File: src/sv/kms_pkg.sv
// ----------------------------------------------------------------------------
// kms_pkg
// shared types and constants of the matrix keypad scanner
// ----------------------------------------------------------------------------
package kms_pkg;

    localparam int LINE_LIMIT       = 5;
    localparam int ROW_COUNT_DEF    = 5;
    localparam int COLUMN_COUNT_DEF = 5;
    localparam int LINE_W           = 5;
    localparam int ROW_IDX_W        = 3;
    localparam int COL_IDX_W        = 3;
    localparam int KEY_W            = 5;
    localparam int DTMF_LAST_ROW    = 3;
    localparam int DTMF_LAST_COL    = 2;

    localparam logic [LINE_W-1:0] ALL_HIGH = 5'h1f;
    localparam logic [LINE_W-1:0] ALL_LOW  = 5'h00;

    typedef enum logic [1:0] {
        EV_NONE    = 2'd0,
        EV_PRESS   = 2'd1,
        EV_RELEASE = 2'd2
    } event_kind_t;

    typedef enum logic [1:0] {
        ST_IDLE,
        ST_SCAN,
        ST_HELD
    } scan_state_t;

    typedef struct packed {
        logic [LINE_W-1:0] row_drive;
        event_kind_t       event_kind;
        logic [KEY_W-1:0]  key_index;
        logic              is_dtmf;
    } kms_result_t;

endpackage

File: src/sv/kms_core.sv
// ----------------------------------------------------------------------------
// kms_core
// scan state machine: one column sample per step, row drive and key events
// ----------------------------------------------------------------------------
module kms_core
    import kms_pkg::*;
#(
    parameter int ROW_COUNT    = ROW_COUNT_DEF,
    parameter int COLUMN_COUNT = COLUMN_COUNT_DEF
) (
    input  logic              aclk,
    input  logic              aresetn,
    input  logic              step_en,
    input  logic [LINE_W-1:0] column_sense,
    output kms_result_t       result
);

    localparam int EFF_ROWS = (ROW_COUNT > LINE_LIMIT) ? LINE_LIMIT : ROW_COUNT;
    localparam int EFF_COLS = (COLUMN_COUNT > LINE_LIMIT) ? LINE_LIMIT : COLUMN_COUNT;
    localparam logic [LINE_W-1:0] COL_MASK = LINE_W'((1 << EFF_COLS) - 1);
    localparam logic [ROW_IDX_W-1:0] LAST_ROW = ROW_IDX_W'(EFF_ROWS - 1);

    scan_state_t           state_reg, state_next;
    logic [ROW_IDX_W-1:0]  scan_row_reg, scan_row_next;
    logic [LINE_W-1:0]     row_levels_reg, row_levels_next;

    logic [LINE_W-1:0]     sense;
    logic                  any_low;
    logic [COL_IDX_W-1:0]  first_col;
    logic [KEY_W:0]        key_sum;
    logic [ROW_IDX_W-1:0]  row_inc;

    assign sense   = column_sense & COL_MASK;
    assign any_low = (sense != COL_MASK);
    assign row_inc = scan_row_reg + ROW_IDX_W'(1);

    // lowest low column wins
    always_comb begin
        first_col = COL_IDX_W'(EFF_COLS);
        for (int c = EFF_COLS - 1; c >= 0; c--) begin
            if (!sense[c]) begin
                first_col = COL_IDX_W'(c);
            end
        end
    end

    assign key_sum = (KEY_W+1)'(scan_row_reg) * (KEY_W+1)'(EFF_COLS)
                   + (KEY_W+1)'(first_col);

    // next state
    always_comb begin
        state_next = state_reg;
        case (state_reg)
            ST_IDLE: begin
                if (any_low) begin
                    state_next = ST_SCAN;
                end
            end
            ST_SCAN: begin
                if (any_low) begin
                    state_next = ST_HELD;
                end else if (scan_row_reg >= LAST_ROW) begin
                    state_next = ST_IDLE;
                end
            end
            ST_HELD: begin
                if (!any_low) begin
                    state_next = ST_IDLE;
                end
            end
            default: begin
                state_next = ST_IDLE;
            end
        endcase
    end

    // outputs and datapath
    always_comb begin
        scan_row_next     = scan_row_reg;
        row_levels_next   = row_levels_reg;
        result.event_kind = EV_NONE;
        result.key_index  = '0;
        result.is_dtmf    = 1'b0;
        case (state_reg)
            ST_IDLE: begin
                if (any_low) begin
                    scan_row_next   = '0;
                    row_levels_next = ALL_HIGH & ~LINE_W'(1);
                end
            end
            ST_SCAN: begin
                if (any_low) begin
                    result.event_kind = EV_PRESS;
                    result.key_index  = key_sum[KEY_W-1:0];
                    result.is_dtmf    = (scan_row_reg <= ROW_IDX_W'(DTMF_LAST_ROW))
                                     && (first_col <= COL_IDX_W'(DTMF_LAST_COL));
                end else if (scan_row_reg >= LAST_ROW) begin
                    scan_row_next   = '0;
                    row_levels_next = ALL_LOW;
                end else begin
                    scan_row_next   = row_inc;
                    row_levels_next = ALL_HIGH & ~(LINE_W'(1) << row_inc);
                end
            end
            ST_HELD: begin
                if (!any_low) begin
                    row_levels_next   = ALL_LOW;
                    result.event_kind = EV_RELEASE;
                end
            end
            default: begin
                scan_row_next   = '0;
                row_levels_next = ALL_LOW;
            end
        endcase
        result.row_drive = row_levels_next;
    end

    always_ff @(posedge aclk) begin
        if (!aresetn) begin
            state_reg      <= ST_IDLE;
            scan_row_reg   <= '0;
            row_levels_reg <= ALL_LOW;
        end else if (step_en) begin
            state_reg      <= state_next;
            scan_row_reg   <= scan_row_next;
            row_levels_reg <= row_levels_next;
        end
    end

endmodule

File: src/sv/keypad_matrix_scanner.sv
// ----------------------------------------------------------------------------
// keypad_matrix_scanner
// single-key matrix keypad scanner with stream input and result channels
// ----------------------------------------------------------------------------
//  channel | dir | payload
//  s_      | in  | tdata[4:0] column_sense
//  m_      | out | tdata[4:0] row_drive, tdata[9:5] key_index,
//          |     | tuser[1:0] event_kind, tuser[2] is_dtmf
//
//  one word in, one word out; a word passes from s_ to m_ through
//  the input register, then the scan step into the result register
//  sustained rate is one word per cycle while m_tready stays high
//  aresetn (sync, active low) clears valid flags and the scan state
//  a stalled m_ side holds the result; the input register keeps taking
//  a word while it is empty or while the result register frees up in the same cycle
// ----------------------------------------------------------------------------
module keypad_matrix_scanner
    import kms_pkg::*;
#(
    parameter int ROW_COUNT    = ROW_COUNT_DEF,
    parameter int COLUMN_COUNT = COLUMN_COUNT_DEF
) (
    input  logic        aclk,
    input  logic        aresetn,
    input  logic        s_tvalid,
    output logic        s_tready,
    input  logic [7:0]  s_tdata,   // [4:0] column_sense, [7:5] zero
    output logic        m_tvalid,
    input  logic        m_tready,
    output logic [15:0] m_tdata,   // [4:0] row_drive, [9:5] key_index, [15:10] zero
    output logic [2:0]  m_tuser    // [1:0] event_kind, [2] is_dtmf
);

    logic              in_valid_reg;
    logic [LINE_W-1:0] in_data_reg;
    logic              out_valid_reg;
    kms_result_t       out_reg;
    kms_result_t       step_result;
    logic              advance;

    assign advance  = in_valid_reg && (!out_valid_reg || m_tready);
    assign s_tready = !in_valid_reg || advance;

    kms_core #(
        .ROW_COUNT    (ROW_COUNT),
        .COLUMN_COUNT (COLUMN_COUNT)
    ) u_core (
        .aclk         (aclk),
        .aresetn      (aresetn),
        .step_en      (advance),
        .column_sense (in_data_reg),
        .result       (step_result)
    );

    always_ff @(posedge aclk) begin
        if (!aresetn) begin
            in_valid_reg  <= 1'b0;
            out_valid_reg <= 1'b0;
        end else begin
            if (s_tready) begin
                in_valid_reg <= s_tvalid;
            end
            if (advance) begin
                out_valid_reg <= 1'b1;
            end else if (m_tready) begin
                out_valid_reg <= 1'b0;
            end
        end
    end

    always_ff @(posedge aclk) begin
        if (s_tready && s_tvalid) begin
            in_data_reg <= s_tdata[LINE_W-1:0];
        end
        if (advance) begin
            out_reg <= step_result;
        end
    end

    assign m_tvalid = out_valid_reg;
    assign m_tdata  = {6'b0, out_reg.key_index, out_reg.row_drive};
    assign m_tuser  = {out_reg.is_dtmf, out_reg.event_kind};

endmodule
File: config.mk
export PLATFORM = sky130hd
export DESIGN_NAME = keypad_matrix_scanner
export DESIGN_NICKNAME = d
export VERILOG_FILES = /design/src/sv/kms_pkg.sv /design/src/sv/kms_core.sv /design/src/sv/keypad_matrix_scanner.sv
export SDC_FILE = /design/constraint.sdc
export NUM_CORES = 1
export LEC_CHECK = 0
export BUFFER_PORTS_ARGS = -buffer_cell sky130_fd_sc_hd__buf_2
export CORE_MARGIN = 5
export CORE_UTILIZATION = 50
export CTS_BUF_LIST = sky130_fd_sc_hd__clkbuf_8
export CTS_CLUSTER_SIZE = 8
export DETAILED_ROUTE_END_ITERATION = 10
export PLACE_DENSITY = 0.73
export SLEW_MARGIN = 20
export SYNTH_ARGS = -nofsm -noshare
export SYNTH_HDL_FRONTEND = slang
export SYNTH_SLANG_ARGS = --single-unit
File: constraint.sdc
create_clock -name aclk -period 3.4 [get_ports aclk]
set_input_delay 0.34 -clock aclk [delete_from_list [all_inputs] [get_ports aclk]]
set_output_delay 0.34 -clock aclk [all_outputs]
set_load 0.05 [all_outputs]
==> summary.txt, run 1 <==
Power
  – Pwr per Cell Area: about 420 mW/mm^2
  – Sw Pwr: 0.000241 W
  – Clock network power share: about a third
  – Switching Fraction: just under 30%
  – Max VDD drop: approximately 0.00023 V
  – Combinational share of power: between 10% and 20%
  – Reg power frac: between 50% and 60%
  – Int Pwr: just under 0.0006 W
  – Tot Pwr: slightly above 0.0008 W
  – Pleak: approximately 0.83 nW

Clock tree
  – Postcts setup bufs: 0
  – CTS tree: built
  – H-tree depth: 2
  – # resized after CTS: 0
  – Clock sinks: 30
  – CTS root buf: clkbuf_8
  – Worst-path clk slew: 0.06 ns
  – Hold_buf cts: 0
  – Clk Latency, worst-skew pair: about 0.29 ns
  – Clock Tree Buf Depth: 2
  – Inserted Clock Buffers: 5

Logic synthesis
  – Seq/Total Area, Yosys: 42.5%
  – Syn Inst Count: 170
  – Post-synthesis cell area: around 0.0018 sq mm
  – Primary FF master, synth: edfxtp_1
  – Synth warnings: 0
  – Number of enable flip-flop cells after synthesis: 18
  – #FFs+latches synth: 30
  – Post-synthesis cell type count: 43
  – Syn_area_per_cell: between 10 and 15 sq um
  – Share of flip-flops with an asynchronous set or reset: 0%

GRT
  – Met3 usage: ~5.7%
  – Routing usage on met1: between 15 and 20%
  – Vias in the first global route: around 1300
  – GRT Max-Usage Layer: met2
  – Routing usage on met2: around 25%
  – Grt total ovfl: 0
  – Gr usage total: approximately 15%
  – First-pass GRT wire length: around 5800 um
  – Initial antenna violation count: 0
  – Largest net degree at the start of global routing: 20

Final layout
  – Sequential Area: about 780 sq um
  – Footprint of the multi-input gates: ~900 sq um
  – Antenna Cells: 0
  – Share of layout cells above drive strength 1: a little over a fifth
  – Post-layout util: between 50 and 60%
  – Fin nets: roughly 220
  – Fillers: 314
  – Final Instance Area: about 0.0020 sq mm
  – Max FFs per register: 10
  – Area Overhead vs Synth: 7.77%

Critical path
  – Crit end category: flip-flop
  – Critical path data arrival time: ~2.4 ns
  – Critical Path RT: between 3 and 4 ns
  – Critical path fanouts, max: 7
  – Delay-heaviest family, CP: adder cells
  – CP bufs+invs: 1
  – Slowest Stage Delay on Critical Path: roughly 0.48 ns
  – Cell Chain, Critical Path: inv_1 > ha_1 > xnor2_1 > ha_1 > a21o_1 > a21oi_1 > xnor2_1 > nor2_1
  – Crit path kind: reg2reg
  – Critical-path top delay cell: dfxtp_1
  – Worst setup SP type: flip-flop

Die
  – Die height: 70.6 um
  – Row count: 22
  – Die area: roughly 0.005 sq mm
  – Boundary Pins: 33
  – Die width: 70.6 um
  – CORE AREA: roughly 0.0036 sq mm
  – Initial Utilization: 50.9%

Routing
  – Remaining antenna violation count: 0
  – Via density per instance: ~5.5
  – Vias: roughly 1300
  – Post-Route WL: 3430 um
  – DRC: 0
  – Drt wl/cell: about 14 um
  – Drt first pass iters: 4
  – Drt first-iter violations: 103

STA
  – Final Hold Viols: 0
  – Final period util: approximately 68%
  – Final Setup Violations: 0
  – Setup Skew: between 0.007 and 0.008 ns
  – RSZ-0062 raised after global routing: no
  – F_max: between 0.4 and 0.5 GHz
  – Pins Over Slew Limit: 0
  – Final Critical Period: around 2.3 ns
  – Setup TNS: 0 ns

Worst hold path
  – Hold WC Path Type: in2reg

Placed design
  – Placer Congestion: ~0.8
  – Dpl cell area: about 0.0019 sq mm
  – IO buf count: 23
  – Final HPWL DP: about 2600 um

Flow run
  – MaxCap Viol Count: 0

Status
  – Status: completed
==> metrics by stage <==
stage	setup WS, ns	instances	hold WS [ns]
2_1_floorplan	1.30	175	0.439
3_3_place_gp	1.18	234	0.474
3_5_place_dp	1.11	234	0.491
4_1_cts	1.07	242	0.220
5_1_grt	0.958	242	0.219
6_report	1.09	242	0.229
==> logic make-up (layout without fill, tap and decap cells) <==
family | count (synthesis) | after routing | synth area share (%)
flops | 30 | 30 | 42.5
fa+ha+maj | 19 | 19 | 13.4
other cells | 1 | 6 | 0.204
buf+inv | 21 | 40 | 9.27
compound gates | 30 | 30 | 11.5
xor+xnor | 5 | 5 | 2.39
mux | 5 | 5 | 3.00
simple gates | 59 | 59 | 17.8
==> Yosys cell counts, types with 2 or more instances <==
cell	count	area [sq um]
buf_4	6	45.0
nor2b_1	4	25.0
and3_2	5	37.5
buf_6	4	45.0
o21ai_0	5	25.0
edfxtp_1	18	541
mux2i_1	4	40.0
o22ai_1	3	18.8
nand2_1	20	75.1
nor2_1	4	15.0
inv_1	9	33.8
a21boi_0	2	15.0
a21oi_1	10	50.1
a32oi_1	3	26.3
nand3b_1	3	22.5
nand3_1	8	40.0
and2_1	2	12.5
xnor2_1	5	43.8
nand4_1	3	18.8
dfxtp_1	12	240
ha_1	18	225
==> layout by cell type, fill, tap and decap left out, drive strengths merged, types with 4 or more instances in the layout <==
cell type,instances
and2,4
a21oi,10
mux2i,4
xnor2,5
nand2,21
inv,9
and3,6
nor2,4
edfxtp,18
o21ai,6
nor2b,4
nand3,8
ha,18
conb,6
buf,23
clkbuf,5
dfxtp,12
==> worst paths after layout <==
path / cells past startpoint / from / endpoint / slack, ns
setup / recovery: 8 / u_core.scan_row_reg[2]$_SDFFE_PN0P_ / m_tdata[9]$_SDFFCE_PN0P_ / 1.09
hold / removal: 1 / s_tdata[3] / in_data_reg[3]$_DFFE_PP_ / 0.23
setup reg to reg: 8 / u_core.scan_row_reg[2]$_SDFFE_PN0P_ / m_tdata[9]$_SDFFCE_PN0P_ / 1.09
hold reg to reg: 2 / u_core.state_reg[1]$_SDFFE_PN0P_ / u_core.state_reg[1]$_SDFFE_PN0P_ / 0.49
==> per-layer routing <==
layer  vias to the layer above  wire length, um
met5                         -                0
met4                         0               88
met3                        12              313
met2                        57             1710
met1                       625             1310
li1                        639                -
==> power groups by stage <==
stage,clock network (W),registers (W),logic (W)
2_1_floorplan,0,0.000451,0.0000946
3_3_place_gp,0,0.000426,0.000128
3_5_place_dp,0,0.000428,0.000131
4_1_cts,0.000280,0.000420,0.000132
5_1_grt,0.000297,0.000423,0.000144
6_report,0.000272,0.000420,0.000133
==> layout make-up <==
cell class,count,area share [%]
Tap cell,48,3.04
Inverter,9,1.71
Timing Repair Buffer,23,5.82
Sequential cell,30,39.5
Multi-Input combinational cell,124,45.7
Clock inverter,3,0.822
Clock buffer,5,3.48
Power figures use the tool's default switching activity.
==> inputs of run 2 (changes only) <==
--- a/config.mk
+++ b/config.mk
@@ -5,6 +5,7 @@
 export SDC_FILE = /design/constraint.sdc
 export NUM_CORES = 1
 export LEC_CHECK = 0
+export ABC_AREA = 1
 export BUFFER_PORTS_ARGS = -buffer_cell sky130_fd_sc_hd__buf_2
 export CORE_MARGIN = 5
 export CORE_UTILIZATION = 50
==> constraint.sdc (replaced) <==
create_clock -name aclk -period 2.3 [get_ports aclk]
set_input_delay 0.23 -clock aclk [delete_from_list [all_inputs] [get_ports aclk]]
set_output_delay 0.23 -clock aclk [all_outputs]
set_load 0.05 [all_outputs]
==> run 2 against run 1 <==
- register-to-register slack worse by 0.78 ns
- clock power is 41% higher
- worst setup slack got worse by 0.78 ns
- critical path type unchanged
- largest power group unchanged
==> summary.txt, run 2 <==
Final layout
  – Commonest non-fill, non-tap cell in the layout: nand2_1 (was buf_2)
  – Max FFs per register: 10 (unchanged)
  – Share of layout cells above drive strength 1: 21.2% (was 21.6%)
  – Sequential Area: 781 sq um (unchanged)
  – Final non-filler cell total: 277 (was 242)
  – Fillers: 306 (was 314)
  – Antenna Cells: 0 (unchanged)
  – Footprint of the multi-input gates: 855 sq um (was 903 sq um)
  – Area Overhead vs Synth: 14.0% (was 7.77%)
  – Most frequent cells in the layout: nand2_1 (34), inv_1 (29), buf_2 (23) (was buf_2 (23), nand2_1 (20), ha_1 (18), edfxtp_1 (18), dfxtp_1 (12))
  – Post-layout util: 59.8% (was 54.9%)
  – Fin nets: 261 (was 224)

Critical path
  – Cell Chain, Critical Path: inv_1 > ha_1 > nor3b_1 > nor2_1 > fa_1 > xnor2_1 > nor2_1 (was inv_1 > ha_1 > xnor2_1 > ha_1 > a21o_1 > a21oi_1 > xnor2_1 > nor2_1)
  – Worst r2r path cells: 7 (was 8)
  – Critical-path top delay cell: fa_1 (was dfxtp_1)
  – Crit path from: u_core.scan_row_reg[2]$_SDFFE_PN0P_ (unchanged)
  – CP bufs+invs: 1 (unchanged)
  – Reg-to-reg endpoint: m_tdata[8]$_SDFFCE_PN0P_ (was m_tdata[9]$_SDFFCE_PN0P_)
  – Crit path kind: reg2reg (unchanged)
  – Slowest Stage Delay on Critical Path: 0.44 ns (was 0.48 ns)
  – Delay-heaviest family, CP: adder cells (unchanged)
  – R2R setup slack: 0.31 ns (was 1.09 ns)
  – Critical path data arrival time: 2.03 ns (was 2.35 ns)
  – Crit end category: flip-flop (unchanged)
  – Reg2reg start: u_core.scan_row_reg[2]$_SDFFE_PN0P_ (unchanged)
  – Worst setup SP type: flip-flop (unchanged)
  – Critical path fanouts, max: 2 (was 7)
  – Critical Path RT: 2.34 ns (was 3.44 ns)
  – CP most frequent cell: nor2_1

Logic synthesis
  – Post-synthesis cell type count: 35 (was 43)
  – Synth area leader: edfxtp_1 (unchanged)
  – Primary FF master, synth: edfxtp_1 (unchanged)
  – Compound-Gate Fraction of Synth Area: 9.50% (was 11.5%)
  – Most common cell in the netlist: nand2_1 (unchanged)
  – Synth Area in Simple Gates: 22.3% (was 17.8%)
  – Seq/Total Area, Yosys: 43.6% (was 42.5%)
  – Post-Synth XOR/XNOR Area: 0.978% (was 2.39%)
  – Most instantiated cells after synthesis: nand2_1 (34), inv_1 (26), edfxtp_1 (18), ha_1 (18), nor2_1 (18) (was nand2_1 (20), edfxtp_1 (18), ha_1 (18))
  – Number of enable flip-flop cells after synthesis: 18 (unchanged)
  – Post-synthesis cell area: 0.00179 sq mm (was 0.00184 sq mm)
  – Post-Synth Adder-Cell Area: 13.7% (was 13.4%)
  – Mux share of post-synthesis cell area: 0% (was 3.00%)
  – #FFs+latches synth: 30 (unchanged)
  – Synth area leaders: edfxtp_1 (30%), dfxtp_1 (13%), ha_1 (13%) (was edfxtp_1 (29%), dfxtp_1 (13%), ha_1 (12%))
  – Syn Inst Count: 198 (was 170)
  – Share of the synthesized area in the top cell type: 30.2% (was 29.4%)
  – Synth warnings: 0 (unchanged)
  – Syn_area_per_cell: 9.05 sq um (was 10.8 sq um)
  – Main combinational cell family by area after synthesis: simple AND/OR/NAND/NOR gates (unchanged)
  – Share of flip-flops with an asynchronous set or reset: 0% (unchanged)

GRT
  – Grt total ovfl: 0 (unchanged)
  – Gr usage total: 14.3% (was 15.0%)
  – Initial antenna violation count: 0 (unchanged)
  – Largest net degree at the start of global routing: 19 (was 20)
  – Vias in the first global route: 1334 (was 1263)
  – First-pass GRT wire length: 5580 um (was 5810 um)

Power
  – Pwr per Cell Area: 637 mW/mm^2 (was 417 mW/mm^2)
  – Pleak: 0.984 nW (was 0.826 nW)
  – Max VDD drop: 0.000431 V (was 0.000229 V)

Die
  – Boundary Pins: 33 (unchanged)
  – CORE AREA: 0.00342 sq mm (was 0.00361 sq mm)
  – Die area: 0.00488 sq mm (was 0.00498 sq mm)
  – Row count: 21 (was 22)
  – Initial Utilization: 52.5% (was 50.9%)
  – Die width: 69.9 um (was 70.6 um)
  – Die height: 69.9 um (was 70.6 um)

Clock tree
  – Worst-path clk slew: 0.06 ns (about the same)
  – CTS root buf: clkbuf_8 (unchanged)
  – Inserted Clock Buffers: 5 (unchanged)
  – Clock Tree Buf Depth: 2 (unchanged)
  – # resized after CTS: 0 (unchanged)
  – CTS tree: built (unchanged)
  – Clk Latency, worst-skew pair: 0.28 ns (was 0.29 ns)
  – Postcts setup bufs: 0 (unchanged)
  – H-tree depth: 2 (unchanged)
  – Clock sinks: 30 (unchanged)
  – Hold_buf cts: 0 (unchanged)

Routing
  – Vias: 1341 (was 1333)
  – Post-Route WL: 3130 um (was 3430 um)
  – Via density per instance: 4.84 (was 5.51)
  – Remaining antenna violation count: 0 (unchanged)
  – Drt first pass iters: 4 (unchanged)
  – DRC: 0 (unchanged)
  – Drt wl/cell: 11.3 um (was 14.2 um)
  – Drt first-iter violations: 69 (was 103)

STA
  – RSZ-0062 raised after global routing: no (unchanged)
  – Setup TNS: 0 ns (unchanged)
  – F_max: 0.502 GHz (was 0.433 GHz)
  – Final period util: 86.6% (was 68.0%)
  – Max-slew headroom: 63.8%
  – Pins Over Slew Limit: 0 (unchanged)
  – Setup Skew: 0.00167 ns (was 0.00766 ns)
  – WHS: 0.122 ns (was 0.229 ns)
  – Worst Tran Pin Value: ~0.54 ns
  – Final Critical Period: 1.99 ns (was 2.31 ns)
  – Final Setup Violations: 0 (unchanged)
  – Final Hold Viols: 0 (unchanged)

Worst hold path
  – Min-delay src: s_tdata[4] (was s_tdata[3])
  – Hold Path Sink: in_data_reg[4]$_DFFE_PP_ (was in_data_reg[3]$_DFFE_PP_)
  – Worst Hold Path Cells: 1 (unchanged)
  – Hold WC Path Type: in2reg (unchanged)

Flow run
  – MaxCap Viol Count: 0 (unchanged)

Status
  – Status: completed (unchanged)

Placed design
  – Final HPWL DP: 2380 um (was 2590 um)
  – Placer Congestion: 0.854 (was 0.822)
  – IO buf count: 23 (unchanged)
  – Post-placement cell count: 269 (was 234)
## run 2: cell count changes after synthesis, sizes merged, moves of 3 or more
cell / previous run / this run
a32oi: 3 / 0
and2: 4 / 0
and3: 6 / 0
inv: 9 / 27
mux2i: 4 / 0
nand2: 21 / 40
nor2: 4 / 20
nor2b: 4 / 0
o21ai: 6 / 11
o22ai: 3 / 0
xnor2: 5 / 1
## run 2: metrics by stage
stage / cell area [sq um] / setup slack [ns] / total power, W
6_report: 2040 / 0.308 / 0.00130
5_1_grt: 2040 / 0.192 / 0.00138
4_1_cts: 2040 / 0.295 / 0.00132
3_5_place_dp: 1960 / 0.312 / 0.000932
3_3_place_gp: 1960 / 0.335 / 0.000924
2_1_floorplan: 1810 / 0.245 / 0.000873
## run 2: cell type report
class	instances	area share (%)
Inverter	27	4.96
Clock buffer	5	3.37
Clock inverter	3	0.551
Sequential cell	30	38.2
Multi-Input combinational cell	136	41.9
Tap cell	46	2.82
Timing Repair Buffer	30	8.21
## run 2: worst max path at each step
stage	to	slack (ns)	depth (start not counted)
detailed placement	m_tdata[8]$_SDFFCE_PN0P_	0.31	7
finish	m_tdata[8]$_SDFFCE_PN0P_	0.31	7
CTS	m_tdata[8]$_SDFFCE_PN0P_	0.30	7
global route	m_tdata[8]$_SDFFCE_PN0P_	0.19	7
global placement	m_tdata[8]$_SDFFCE_PN0P_	0.34	7
floorplan	m_tdata[8]$_SDFFCE_PN0P_	0.24	10
## run 2: cell families after synthesis
group                      Yosys count
AOI/OAI and AO/OA                   29
xor gates and xnor gates             2
adders and majority gates           19
buffers and inverters               37
DFF                                 30
other                                1
and+or+nand+nor                     80
## run 2: routing by layer
layer | global-route usage (%) | part of all wire [%] | vias up
li1 | - | - | 703
met1 | 16.3 | 45 | 595
met2 | 23.8 | 46 | 34
met3 | 4.73 | 6.7 | 9
met4 | 7.02 | 2.3 | 0
met5 | 0 | 0 | -
## run 2: worst reg2reg max path, delay by kind of cell, from the launching register on
family,cells,cell delay (ns)
xor+xnor,1,0.17
fa+ha+maj,2,0.72
buf+inv,1,0.06
flops,1,0.33
simple gates,3,0.47
## run 2: report_power, final
part | total (W) | switching [W] | internal [W]
clock network | 0.000383 | 0.000182 | 0.000201
registers | 0.000629 | 0.0000189 | 0.000610
logic | 0.000290 | 0.000203 | 0.0000878
total | 0.00130 | 0.000403 | 0.000898
